[config.mk]
export PLATFORM = sky130hd
export DESIGN_NAME = joystick_dot_mover_flat
export DESIGN_NICKNAME = d
export VERILOG_FILES = /design/src/design/jdm_pkg.sv /design/src/design/jdm_in_if.sv /design/src/design/jdm_out_if.sv /design/src/design/joystick_dot_mover.sv /design/src/design/jdm_decode.sv /design/src/design/jdm_update.sv /design/src/flat_wrapper.sv
export SDC_FILE = /design/constraint.sdc
export NUM_CORES = 1
export LEC_CHECK = 0
export BUFFER_PORTS_ARGS = -buffer_cell sky130_fd_sc_hd__buf_2
export CORE_MARGIN = 2
export CORE_UTILIZATION = 54
export DETAILED_ROUTE_END_ITERATION = 16
export HOLD_SLACK_MARGIN = 0.08
export PLACE_DENSITY = 0.73
export SLEW_MARGIN = 20
export SYNTH_ARGS = -nofsm -noshare
export SYNTH_HDL_FRONTEND = slang
export SYNTH_HIERARCHICAL = 1
export SYNTH_SLANG_ARGS = --single-unit
[constraint.sdc]
create_clock -name i_clk -period 2.8 [get_ports i_clk]
set_clock_uncertainty 0.05 [all_clocks]
set_input_delay 0.14 -clock i_clk [delete_from_list [all_inputs] [get_ports i_clk]]
set_output_delay 0.14 -clock i_clk [all_outputs]
set_load 0.01 [all_outputs]
[src/design/jdm_pkg.sv]
`timescale 1ns / 1ps

package jdm_pkg;

    // Grid size
    localparam int ROW_COUNT    = 5;
    localparam int COLUMN_COUNT = 8;
    localparam int ROW_W        = (ROW_COUNT > 2) ? $clog2(ROW_COUNT) : 1;
    localparam int COL_W        = (COLUMN_COUNT > 2) ? $clog2(COLUMN_COUNT) : 1;
    localparam int POS_OUT_W    = 3;
    localparam int PATTERN_W    = 8;
    // Wide enough for the column, for the port width and for the value 8
    localparam int COLX_W       = (COL_W > 4) ? COL_W : 4;
    localparam int ROWX_W       = (ROW_W > POS_OUT_W) ? ROW_W : POS_OUT_W;

    localparam logic [COL_W-1:0] COL_MAX = COL_W'(COLUMN_COUNT - 1);
    localparam logic [ROW_W-1:0] ROW_MAX = ROW_W'(ROW_COUNT - 1);

    // Samples and timers
    localparam int SAMPLE_W  = 10;
    localparam int TIMER_W   = 11;
    localparam int CFG_IDX_W = 2;

    localparam logic [TIMER_W-1:0] TICK_MS = TIMER_W'(100);

    // Zone edges, X axis
    localparam logic [SAMPLE_W-1:0] X_FAST_LO = SAMPLE_W'(49);
    localparam logic [SAMPLE_W-1:0] X_FAST_HI = SAMPLE_W'(899);
    localparam logic [SAMPLE_W-1:0] X_MID_LO  = SAMPLE_W'(225);
    localparam logic [SAMPLE_W-1:0] X_MID_HI  = SAMPLE_W'(658);
    localparam logic [SAMPLE_W-1:0] X_SLOW_LO = SAMPLE_W'(379);
    localparam logic [SAMPLE_W-1:0] X_SLOW_HI = SAMPLE_W'(408);

    // Zone edges, Y axis
    localparam logic [SAMPLE_W-1:0] Y_FAST_LO = SAMPLE_W'(134);
    localparam logic [SAMPLE_W-1:0] Y_FAST_HI = SAMPLE_W'(797);
    localparam logic [SAMPLE_W-1:0] Y_MID_LO  = SAMPLE_W'(220);
    localparam logic [SAMPLE_W-1:0] Y_MID_HI  = SAMPLE_W'(696);
    localparam logic [SAMPLE_W-1:0] Y_SLOW_LO = SAMPLE_W'(320);
    localparam logic [SAMPLE_W-1:0] Y_SLOW_HI = SAMPLE_W'(595);

    // Threshold reset values
    localparam logic [SAMPLE_W-1:0] X_LEFT_RST  = SAMPLE_W'(386);
    localparam logic [SAMPLE_W-1:0] X_RIGHT_RST = SAMPLE_W'(447);
    localparam logic [SAMPLE_W-1:0] Y_UP_RST    = SAMPLE_W'(416);
    localparam logic [SAMPLE_W-1:0] Y_DOWN_RST  = SAMPLE_W'(480);

    typedef enum logic [CFG_IDX_W-1:0] {
        CFG_X_LEFT  = 2'd0,
        CFG_X_RIGHT = 2'd1,
        CFG_Y_UP    = 2'd2,
        CFG_Y_DOWN  = 2'd3
    } t_cfg_reg;

    typedef enum logic [1:0] {
        PER_100  = 2'd0,
        PER_250  = 2'd1,
        PER_500  = 2'd2,
        PER_1000 = 2'd3
    } t_period;

    typedef struct packed {
        t_period period;
        logic    step_inc;
        logic    step_dec;
    } t_axis_cmd;

    typedef struct packed {
        t_axis_cmd x;
        t_axis_cmd y;
    } t_dec_item;

    function automatic t_period x_zone(input logic [SAMPLE_W-1:0] s);
        t_period p;
        if (s < X_FAST_LO || s > X_FAST_HI) begin
            p = PER_100;
        end else if (s <= X_MID_LO || s >= X_MID_HI) begin
            p = PER_250;
        end else if (s <= X_SLOW_LO || s >= X_SLOW_HI) begin
            p = PER_500;
        end else begin
            p = PER_1000;
        end
        return p;
    endfunction

    // The 250 ms band takes in samples 134 and 797 on this axis
    function automatic t_period y_zone(input logic [SAMPLE_W-1:0] s);
        t_period p;
        if (s < Y_FAST_LO || s > Y_FAST_HI) begin
            p = PER_100;
        end else if (s <= Y_MID_LO || s >= Y_MID_HI) begin
            p = PER_250;
        end else if (s <= Y_SLOW_LO || s >= Y_SLOW_HI) begin
            p = PER_500;
        end else begin
            p = PER_1000;
        end
        return p;
    endfunction

    function automatic logic [TIMER_W-1:0] period_ms(input t_period p);
        logic [TIMER_W-1:0] v;
        case (p)
            PER_100:  v = TIMER_W'(100);
            PER_250:  v = TIMER_W'(250);
            PER_500:  v = TIMER_W'(500);
            PER_1000: v = TIMER_W'(1000);
            default:  v = TIMER_W'(1000);
        endcase
        return v;
    endfunction

    function automatic logic [PATTERN_W-1:0] col_pattern(input logic [COL_W-1:0] c);
        logic [COLX_W-1:0]    cx;
        logic [PATTERN_W-1:0] pat;
        cx = COLX_W'(c);
        if (cx < COLX_W'(PATTERN_W)) begin
            pat = PATTERN_W'(1) << cx[2:0];
        end else begin
            pat = '0;
        end
        return pat;
    endfunction

    function automatic logic [POS_OUT_W-1:0] col_out(input logic [COL_W-1:0] c);
        logic [COLX_W-1:0] cx;
        cx = COLX_W'(c);
        return cx[POS_OUT_W-1:0];
    endfunction

    function automatic logic [POS_OUT_W-1:0] row_out(input logic [ROW_W-1:0] r);
        logic [ROWX_W-1:0] rx;
        rx = ROWX_W'(r);
        return rx[POS_OUT_W-1:0];
    endfunction

endpackage

[src/design/jdm_in_if.sv]
`timescale 1ns / 1ps

interface jdm_in_if import jdm_pkg::*; ();
    logic                valid;
    logic                ready;
    logic [SAMPLE_W-1:0] x_sample;
    logic [SAMPLE_W-1:0] y_sample;

    modport source (output valid, output x_sample, output y_sample, input ready);
    modport sink   (input valid, input x_sample, input y_sample, output ready);
endinterface

[src/design/jdm_out_if.sv]
`timescale 1ns / 1ps

interface jdm_out_if import jdm_pkg::*; ();
    logic                 valid;
    logic                 ready;
    logic [POS_OUT_W-1:0] dot_column;
    logic [POS_OUT_W-1:0] dot_row;
    logic [PATTERN_W-1:0] column_pattern;

    modport source (output valid, output dot_column, output dot_row,
                    output column_pattern, input ready);
    modport sink   (input valid, input dot_column, input dot_row,
                    input column_pattern, output ready);
endinterface

[src/design/joystick_dot_mover.sv]
`timescale 1ns / 1ps

// Joystick dot mover: one input transfer per 100 ms control tick.
// Input channel i_in carries x_sample and y_sample (10 bits each); output
// channel o_out returns dot_column, dot_row and the one-hot column_pattern,
// exactly one result for every tick taken.
// Configuration: i_cfg_we with i_cfg_index 0..3 writes the X left, X right,
// Y up and Y down limits from i_cfg_data; write only while no tick is in flight.
// Stages: the decode register loads at the input transfer and the result
// register when that item transfers into the update stage, which a
// stalled receiver can hold off. Throughput: one tick per cycle while o_out
// is ready, set by the timer/position update feeding back on itself.
// Reset (synchronous, i_rst_n low): dot at column 0, row 0, both axis timers
// cleared, limits back to 386/447/416/480, both pipeline stages empty.
// When the receiver stalls, the result holds on o_out and the input register
// still takes one more tick; i_in.ready drops only when both stages are full.
module joystick_dot_mover import jdm_pkg::*; (
    input  logic                 i_clk,
    input  logic                 i_rst_n,
    input  logic                 i_cfg_we,
    input  logic [CFG_IDX_W-1:0] i_cfg_index,
    input  logic [SAMPLE_W-1:0]  i_cfg_data,
    jdm_in_if.sink               i_in,
    jdm_out_if.source            o_out
);

    logic      dec_valid;
    logic      upd_ready;
    t_dec_item dec_item;

    jdm_decode u_decode (
        .i_clk       (i_clk),
        .i_rst_n     (i_rst_n),
        .i_cfg_we    (i_cfg_we),
        .i_cfg_index (i_cfg_index),
        .i_cfg_data  (i_cfg_data),
        .i_valid     (i_in.valid),
        .o_ready     (i_in.ready),
        .i_x_sample  (i_in.x_sample),
        .i_y_sample  (i_in.y_sample),
        .o_valid     (dec_valid),
        .i_ready     (upd_ready),
        .o_item      (dec_item)
    );

    jdm_update u_update (
        .i_clk            (i_clk),
        .i_rst_n          (i_rst_n),
        .i_valid          (dec_valid),
        .o_ready          (upd_ready),
        .i_item           (dec_item),
        .o_valid          (o_out.valid),
        .i_ready          (o_out.ready),
        .o_dot_column     (o_out.dot_column),
        .o_dot_row        (o_out.dot_row),
        .o_column_pattern (o_out.column_pattern)
    );

endmodule

[src/design/jdm_decode.sv]
`timescale 1ns / 1ps

module jdm_decode import jdm_pkg::*; (
    input  logic                 i_clk,
    input  logic                 i_rst_n,
    input  logic                 i_cfg_we,
    input  logic [CFG_IDX_W-1:0] i_cfg_index,
    input  logic [SAMPLE_W-1:0]  i_cfg_data,
    input  logic                 i_valid,
    output logic                 o_ready,
    input  logic [SAMPLE_W-1:0]  i_x_sample,
    input  logic [SAMPLE_W-1:0]  i_y_sample,
    output logic                 o_valid,
    input  logic                 i_ready,
    output t_dec_item            o_item
);

    logic [SAMPLE_W-1:0] r_x_left;
    logic [SAMPLE_W-1:0] r_x_right;
    logic [SAMPLE_W-1:0] r_y_up;
    logic [SAMPLE_W-1:0] r_y_down;
    logic                r_valid;
    t_dec_item           r_item;
    t_dec_item           n_item;
    logic                in_xfer;

    assign o_ready = !r_valid || i_ready;
    assign in_xfer = i_valid && o_ready;
    assign o_valid = r_valid;
    assign o_item  = r_item;

    always_ff @(posedge i_clk) begin
        if (!i_rst_n) begin
            r_x_left  <= X_LEFT_RST;
            r_x_right <= X_RIGHT_RST;
            r_y_up    <= Y_UP_RST;
            r_y_down  <= Y_DOWN_RST;
        end else if (i_cfg_we) begin
            case (t_cfg_reg'(i_cfg_index))
                CFG_X_LEFT:  r_x_left  <= i_cfg_data;
                CFG_X_RIGHT: r_x_right <= i_cfg_data;
                CFG_Y_UP:    r_y_up    <= i_cfg_data;
                CFG_Y_DOWN:  r_y_down  <= i_cfg_data;
                default: ;
            endcase
        end
    end

    // Lower-limit move wins when the limits are crossed
    always_comb begin
        n_item.x.period   = x_zone(i_x_sample);
        n_item.x.step_inc = i_x_sample < r_x_left;
        n_item.x.step_dec = !(i_x_sample < r_x_left) && (i_x_sample > r_x_right);
        n_item.y.period   = y_zone(i_y_sample);
        n_item.y.step_inc = i_y_sample < r_y_up;
        n_item.y.step_dec = !(i_y_sample < r_y_up) && (i_y_sample > r_y_down);
    end

    always_ff @(posedge i_clk) begin
        if (!i_rst_n) begin
            r_valid <= 1'b0;
        end else if (o_ready) begin
            r_valid <= i_valid;
        end
    end

    always_ff @(posedge i_clk) begin
        if (in_xfer) begin
            r_item <= n_item;
        end
    end

endmodule

[src/design/jdm_update.sv]
`timescale 1ns / 1ps

module jdm_update import jdm_pkg::*; (
    input  logic                 i_clk,
    input  logic                 i_rst_n,
    input  logic                 i_valid,
    output logic                 o_ready,
    input  t_dec_item            i_item,
    output logic                 o_valid,
    input  logic                 i_ready,
    output logic [POS_OUT_W-1:0] o_dot_column,
    output logic [POS_OUT_W-1:0] o_dot_row,
    output logic [PATTERN_W-1:0] o_column_pattern
);

    logic                 r_out_valid;
    logic [COL_W-1:0]     r_col;
    logic [ROW_W-1:0]     r_row;
    logic [TIMER_W-1:0]   r_x_timer;
    logic [TIMER_W-1:0]   r_y_timer;
    logic [PATTERN_W-1:0] r_pattern;
    logic [COL_W-1:0]     n_col;
    logic [ROW_W-1:0]     n_row;
    logic [TIMER_W-1:0]   n_x_timer;
    logic [TIMER_W-1:0]   n_y_timer;
    logic [TIMER_W-1:0]   x_sum;
    logic [TIMER_W-1:0]   y_sum;
    logic                 x_due;
    logic                 y_due;
    logic                 xfer;

    assign o_ready = !r_out_valid || i_ready;
    assign xfer    = i_valid && o_ready;

    assign x_sum = r_x_timer + TICK_MS;
    assign y_sum = r_y_timer + TICK_MS;
    assign x_due = x_sum >= period_ms(i_item.x.period);
    assign y_due = y_sum >= period_ms(i_item.y.period);

    always_comb begin
        n_col     = r_col;
        n_x_timer = x_sum;
        if (x_due) begin
            n_x_timer = '0;
            if (i_item.x.step_inc && r_col != COL_MAX) begin
                n_col = r_col + COL_W'(1);
            end else if (i_item.x.step_dec && r_col != '0) begin
                n_col = r_col - COL_W'(1);
            end
        end
    end

    always_comb begin
        n_row     = r_row;
        n_y_timer = y_sum;
        if (y_due) begin
            n_y_timer = '0;
            if (i_item.y.step_inc && r_row != ROW_MAX) begin
                n_row = r_row + ROW_W'(1);
            end else if (i_item.y.step_dec && r_row != '0) begin
                n_row = r_row - ROW_W'(1);
            end
        end
    end

    // Position registers double as the result payload: they move only on a transfer
    always_ff @(posedge i_clk) begin
        if (!i_rst_n) begin
            r_out_valid <= 1'b0;
            r_col       <= '0;
            r_row       <= '0;
            r_x_timer   <= '0;
            r_y_timer   <= '0;
        end else begin
            if (o_ready) begin
                r_out_valid <= i_valid;
            end
            if (xfer) begin
                r_col     <= n_col;
                r_row     <= n_row;
                r_x_timer <= n_x_timer;
                r_y_timer <= n_y_timer;
            end
        end
    end

    always_ff @(posedge i_clk) begin
        if (xfer) begin
            r_pattern <= col_pattern(n_col);
        end
    end

    assign o_valid          = r_out_valid;
    assign o_dot_column     = col_out(r_col);
    assign o_dot_row        = row_out(r_row);
    assign o_column_pattern = r_pattern;

    a_x_timer_range: assert property (@(posedge i_clk) disable iff (!i_rst_n)
        r_x_timer <= TIMER_W'(1000))
        else $error("x timer above 1000");

    a_y_timer_range: assert property (@(posedge i_clk) disable iff (!i_rst_n)
        r_y_timer <= TIMER_W'(1000))
        else $error("y timer above 1000");

    a_pos_range: assert property (@(posedge i_clk) disable iff (!i_rst_n)
        r_col <= COL_MAX && r_row <= ROW_MAX)
        else $error("dot outside grid");

    a_state_hold: assert property (@(posedge i_clk) disable iff (!i_rst_n)
        !xfer |=> $stable(r_col) && $stable(r_row) && $stable(r_x_timer)
                  && $stable(r_y_timer))
        else $error("state moved without a transfer");

    a_pattern_match: assert property (@(posedge i_clk) disable iff (!i_rst_n)
        r_out_valid |-> r_pattern == col_pattern(r_col))
        else $error("column pattern does not match column");

endmodule

[src/flat_wrapper.sv]
// flat-port wrapper written by rule: the top's interface ports become plain ports
module joystick_dot_mover_flat import jdm_pkg::*;
  (i_clk, i_rst_n, i_cfg_we, i_cfg_index, i_cfg_data, i_in_valid, i_in_x_sample, i_in_y_sample, i_in_ready, o_out_valid, o_out_dot_column, o_out_dot_row, o_out_column_pattern, o_out_ready);
  jdm_in_if i_in_i ();
  jdm_out_if o_out_i ();
  input  logic i_clk;
  input  logic i_rst_n;
  input  logic i_cfg_we;
  input  logic [CFG_IDX_W-1:0] i_cfg_index;
  input  logic [SAMPLE_W-1:0] i_cfg_data;
  input wire logic [$bits(i_in_i.valid)-1:0] i_in_valid;
  input wire logic [$bits(i_in_i.x_sample)-1:0] i_in_x_sample;
  input wire logic [$bits(i_in_i.y_sample)-1:0] i_in_y_sample;
  output wire logic [$bits(i_in_i.ready)-1:0] i_in_ready;
  output wire logic [$bits(o_out_i.valid)-1:0] o_out_valid;
  output wire logic [$bits(o_out_i.dot_column)-1:0] o_out_dot_column;
  output wire logic [$bits(o_out_i.dot_row)-1:0] o_out_dot_row;
  output wire logic [$bits(o_out_i.column_pattern)-1:0] o_out_column_pattern;
  input wire logic [$bits(o_out_i.ready)-1:0] o_out_ready;
  assign i_in_i.valid = i_in_valid;
  assign i_in_i.x_sample = i_in_x_sample;
  assign i_in_i.y_sample = i_in_y_sample;
  assign i_in_ready = i_in_i.ready;
  assign o_out_valid = o_out_i.valid;
  assign o_out_dot_column = o_out_i.dot_column;
  assign o_out_dot_row = o_out_i.dot_row;
  assign o_out_column_pattern = o_out_i.column_pattern;
  assign o_out_i.ready = o_out_ready;
  joystick_dot_mover u_core (.i_clk(i_clk), .i_rst_n(i_rst_n), .i_cfg_we(i_cfg_we), .i_cfg_index(i_cfg_index), .i_cfg_data(i_cfg_data), .i_in(i_in_i), .o_out(o_out_i));
endmodule
==> metrics.txt <==
unrepaired setup endpoints after global routing=true; Setup CP Type=register to register; synthesized area per cell=8.414 um2; leakage=between 2 and 3 nW; dpl hpwl=8496 um; via/cell ratio=approximately 5.5; Cells after DPL=just under 800; multiplexer area fraction after synthesis=0.01382; xor/xnor share of the synthesized area=0.03170; Port Buffers=between 50 and 60; CTS clk-pin slew, worst paths=about 0.09 ns; fmax=between 0.3 and 0.4 GHz; TritonCTS Buffers=9; ys async rst share=0; dominant synthesized flop cell=dfxtp_1; MaxCap Viol Count=0; Die W=102.6 um; iteration count of the initial detailed-routing pass=4; Final #Nets=about 800; post-synth top area cell=dfxtp_1; share of post-route cells with drive strength above 1=0.1698; H-tree level count=3; io pins=between 50 and 60; core area=slightly above 9000 um2; critical path's top delay family=compound AO/OA/AOI/OAI gates; Internal=2.124 mW; first-pass GRT wire length=roughly 19000 um; setup TNS=0 ns; Max clock buf depth=2; Critical Path Fanout Max=6; Tmin final=2.799 ns; drt drc=0; Worst Hold Class=input port to register; Switching Power=~0.83 mW; Yosys top cell area share=0.2517; row count=35; wire per inst=approximately 14 um; Setup crit end kind=register; Netlist Area Pre-Place=between 5000 and 6000 um2; CTS Sinks=82; largest net degree at the start of global routing=50; share of the core filled with cells=0.6609; CTS root buf=clkbuf_8; Post-synth EDFFs=16; CP Data Arrival Time=around 2.9 ns; Worst-Skew Late Latency=about 0.36 ns; type of element launching the critical path=register; Clock Power Share=0.360; largest family of logic cells by synthesized area=simple AND/OR/NAND/NOR gates; routed wire length=~11000 um; worst vdd ir=~0.29 mV; vias in the first global route=4314; worst slack, placed=-0.04756 ns; CP Cell Sequence=ha_4, a211oi_4, nand2b_4, xnor2_2, ha_1, a21o_1, a21oi_2, a31oi_2, a21oi_4, mux2i_2, nor2_1; GRT Total Usage=0.2289; post-synthesis adder-cell area fraction=0.1611; full die area=10530 um2; largest cells by area after synthesis=dfxtp_1 25%, ha_1 16%, edfxtp_1 9.2%, nand2_1 7.3%, inv_1 4.1%; final setup fails=0; CP required=approximately 2.9 ns; CTS tree=done; antenna-violating nets left=0; combinational fraction of design power=0.196; outcome=complete, no violations; Final Hold Vio Count=0; CP max stage cell=dfxtp_2; Synth Register Bits=just over 80; final hold slack=~0.14 ns; grt total ovfl=0; final instance area=between 6000 and 7000 um2; sequential power share=0.444; Synth Instances=around 620; Total Power=around 3.0 mW; Post-Place Cell Area=~5600 um2; Worst Max-Slew Pin Slew=about 0.86 ns; distinct cell type count after synthesis=roughly 60; post-synthesis sequential area ratio=0.3432; final worst-path setup slack=0.001007 ns; Tcrit/Tclk final=0.9996; Initial Utilization=0.5628; n_diodes=0; Synth Area in Simple Gates=0.2040; initial antenna violation count=0; syn nets=between 700 and 800; GPL Wtd Cong=between 0.8 and 0.9; yosys warns=6; slowest cell delay on critical path=approximately 0.36 ns; Synth Area in Compound Gates=0.1849; Slew Limit Fails=0; Worst Path Buf+Inv=0; switching share of power=0.2806; Die H=102.6 um; area delta synth->final=17.42%; Cell Pwr Density=478.9 nW/um2; Rel. slew slack=0.4235; total vias in the final route=4515; post-route insts no fill=roughly 820; Initial DRC Count=approximately 190
sequential cells by signal, summed over array words and instances (netlist names):
register and flops:
u_core/u_decode/o_item 8, u_core/u_decode/o_valid 1, u_core/u_decode/r_x_left 10, u_core/u_decode/r_x_right 10, u_core/u_decode/r_y_down 10, u_core/u_decode/r_y_up 10, u_core/u_update/o_column_pattern 8, u_core/u_update/o_dot_column 3
u_core/u_update/o_dot_row 3, u_core/u_update/o_valid 1, u_core/u_update/r_x_timer 9, u_core/u_update/r_y_timer 9
routing by layer:
metal	share of wire	wire length [um]	GRT usage	vias to the layer above
met2	0.51	5804	0.4052	79
met5	0	0	0	-
met3	0.034	391	0.03864	19
met4	0.017	189	0.07897	0
met1	0.44	5020	0.2813	2114
li1	-	-	-	2303
cell usage after synthesis (7+ instances only):
cell and instances:
a21boi_0 23, a21o_1 7, a21oi_1 34, a31oi_1 7, and3_1 7, buf_2 7
clkbuf_1 15, dfxtp_1 66, edfxtp_1 16, ha_1 66, inv_1 57, nand2_1 102
nand2b_1 8, nand3_1 19, nand4_1 9, nor2_1 34, nor2_2 7, nor3_1 14
o211ai_1 21, o21ai_0 15, xnor2_1 13
layout by cell type, fill, tap and decap left out, types with 6 or more instances in the layout:
cell type,count
nand4_1,9
nand3_1,19
and3_1,7
a21boi_0,23
nand2b_1,7
ha_1,65
dfxtp_1,63
nor2_2,7
edfxtp_1,16
o21ai_0,15
a31oi_1,6
dlygate4sd3_1,12
a21o_1,7
nand2_1,102
xnor2_1,12
a21oi_1,33
o211ai_1,21
buf_2,52
clkbuf_8,9
nor2_1,34
buf_4,14
nor2b_1,6
inv_1,57
xor2_1,6
nor3_1,12
layout make-up:
cell class / count / area (um2)
clock inverters: 7 / 123.9
repair buffers: 79 / 496.7
well taps: 129 / 161.4
fillers: 785 / 3163
multi-input cells: 461 / 3237
inverters: 57 / 214.0
clock buffers: 9 / 123.9
flip-flops and latches: 82 / 1808
worst paths after layout:
check / start / end / slack [ns] / depth (start not counted)
max: u_core/u_update/r_x_timer[3] / u_core/u_update/o_column_pattern[5] / 0.001 / 11
min: i_in_y_sample[8] / u_core/u_decode/o_item[2] / 0.14 / 2
max reg2reg: u_core/u_update/r_x_timer[3] / u_core/u_update/o_column_pattern[5] / 0.001 / 11
min reg2reg: u_core/u_decode/r_x_left[5] / u_core/u_decode/r_x_left[5] / 0.42 / 2
worst register-to-register path: cells and delay by family (launching register included):
family	cells	cell delay (ns)
compound gates	5	1.00
fa+ha+maj	2	0.50
flops	1	0.36
mux	1	0.30
simple gates	2	0.27
xor+xnor	1	0.08
power groups by stage:
stage                     clock network, mW  logic [mW]  registers [mW]
after floorplan                           0       0.372            1.32
after global placement                    0       0.499            1.33
after detailed placement                  0       0.525            1.33
after CTS                              1.09       0.544            1.31
after global routing                   1.14       0.655            1.32
final                                  1.06       0.579            1.31
cells by family (layout without fill, tap and decap cells):
family | after synthesis | in the layout
xor+xnor | 19 | 19
buf+inv | 81 | 152
mux | 7 | 7
fa+ha+maj | 67 | 67
flops | 82 | 82
simple gates | 229 | 229
compound gates | 139 | 139
repair_timing:
action / 4_1_cts / 5_1_grt
resized for setup: 3 / 21
pin swaps: 2 / 11
endpoints found under the hold margin: 42 / 0
setup buffers: 0 / 4
hold buffers: 12 / 0
endpoints found under the setup margin: 4 / 19
(Power assumes the default switching activity.)
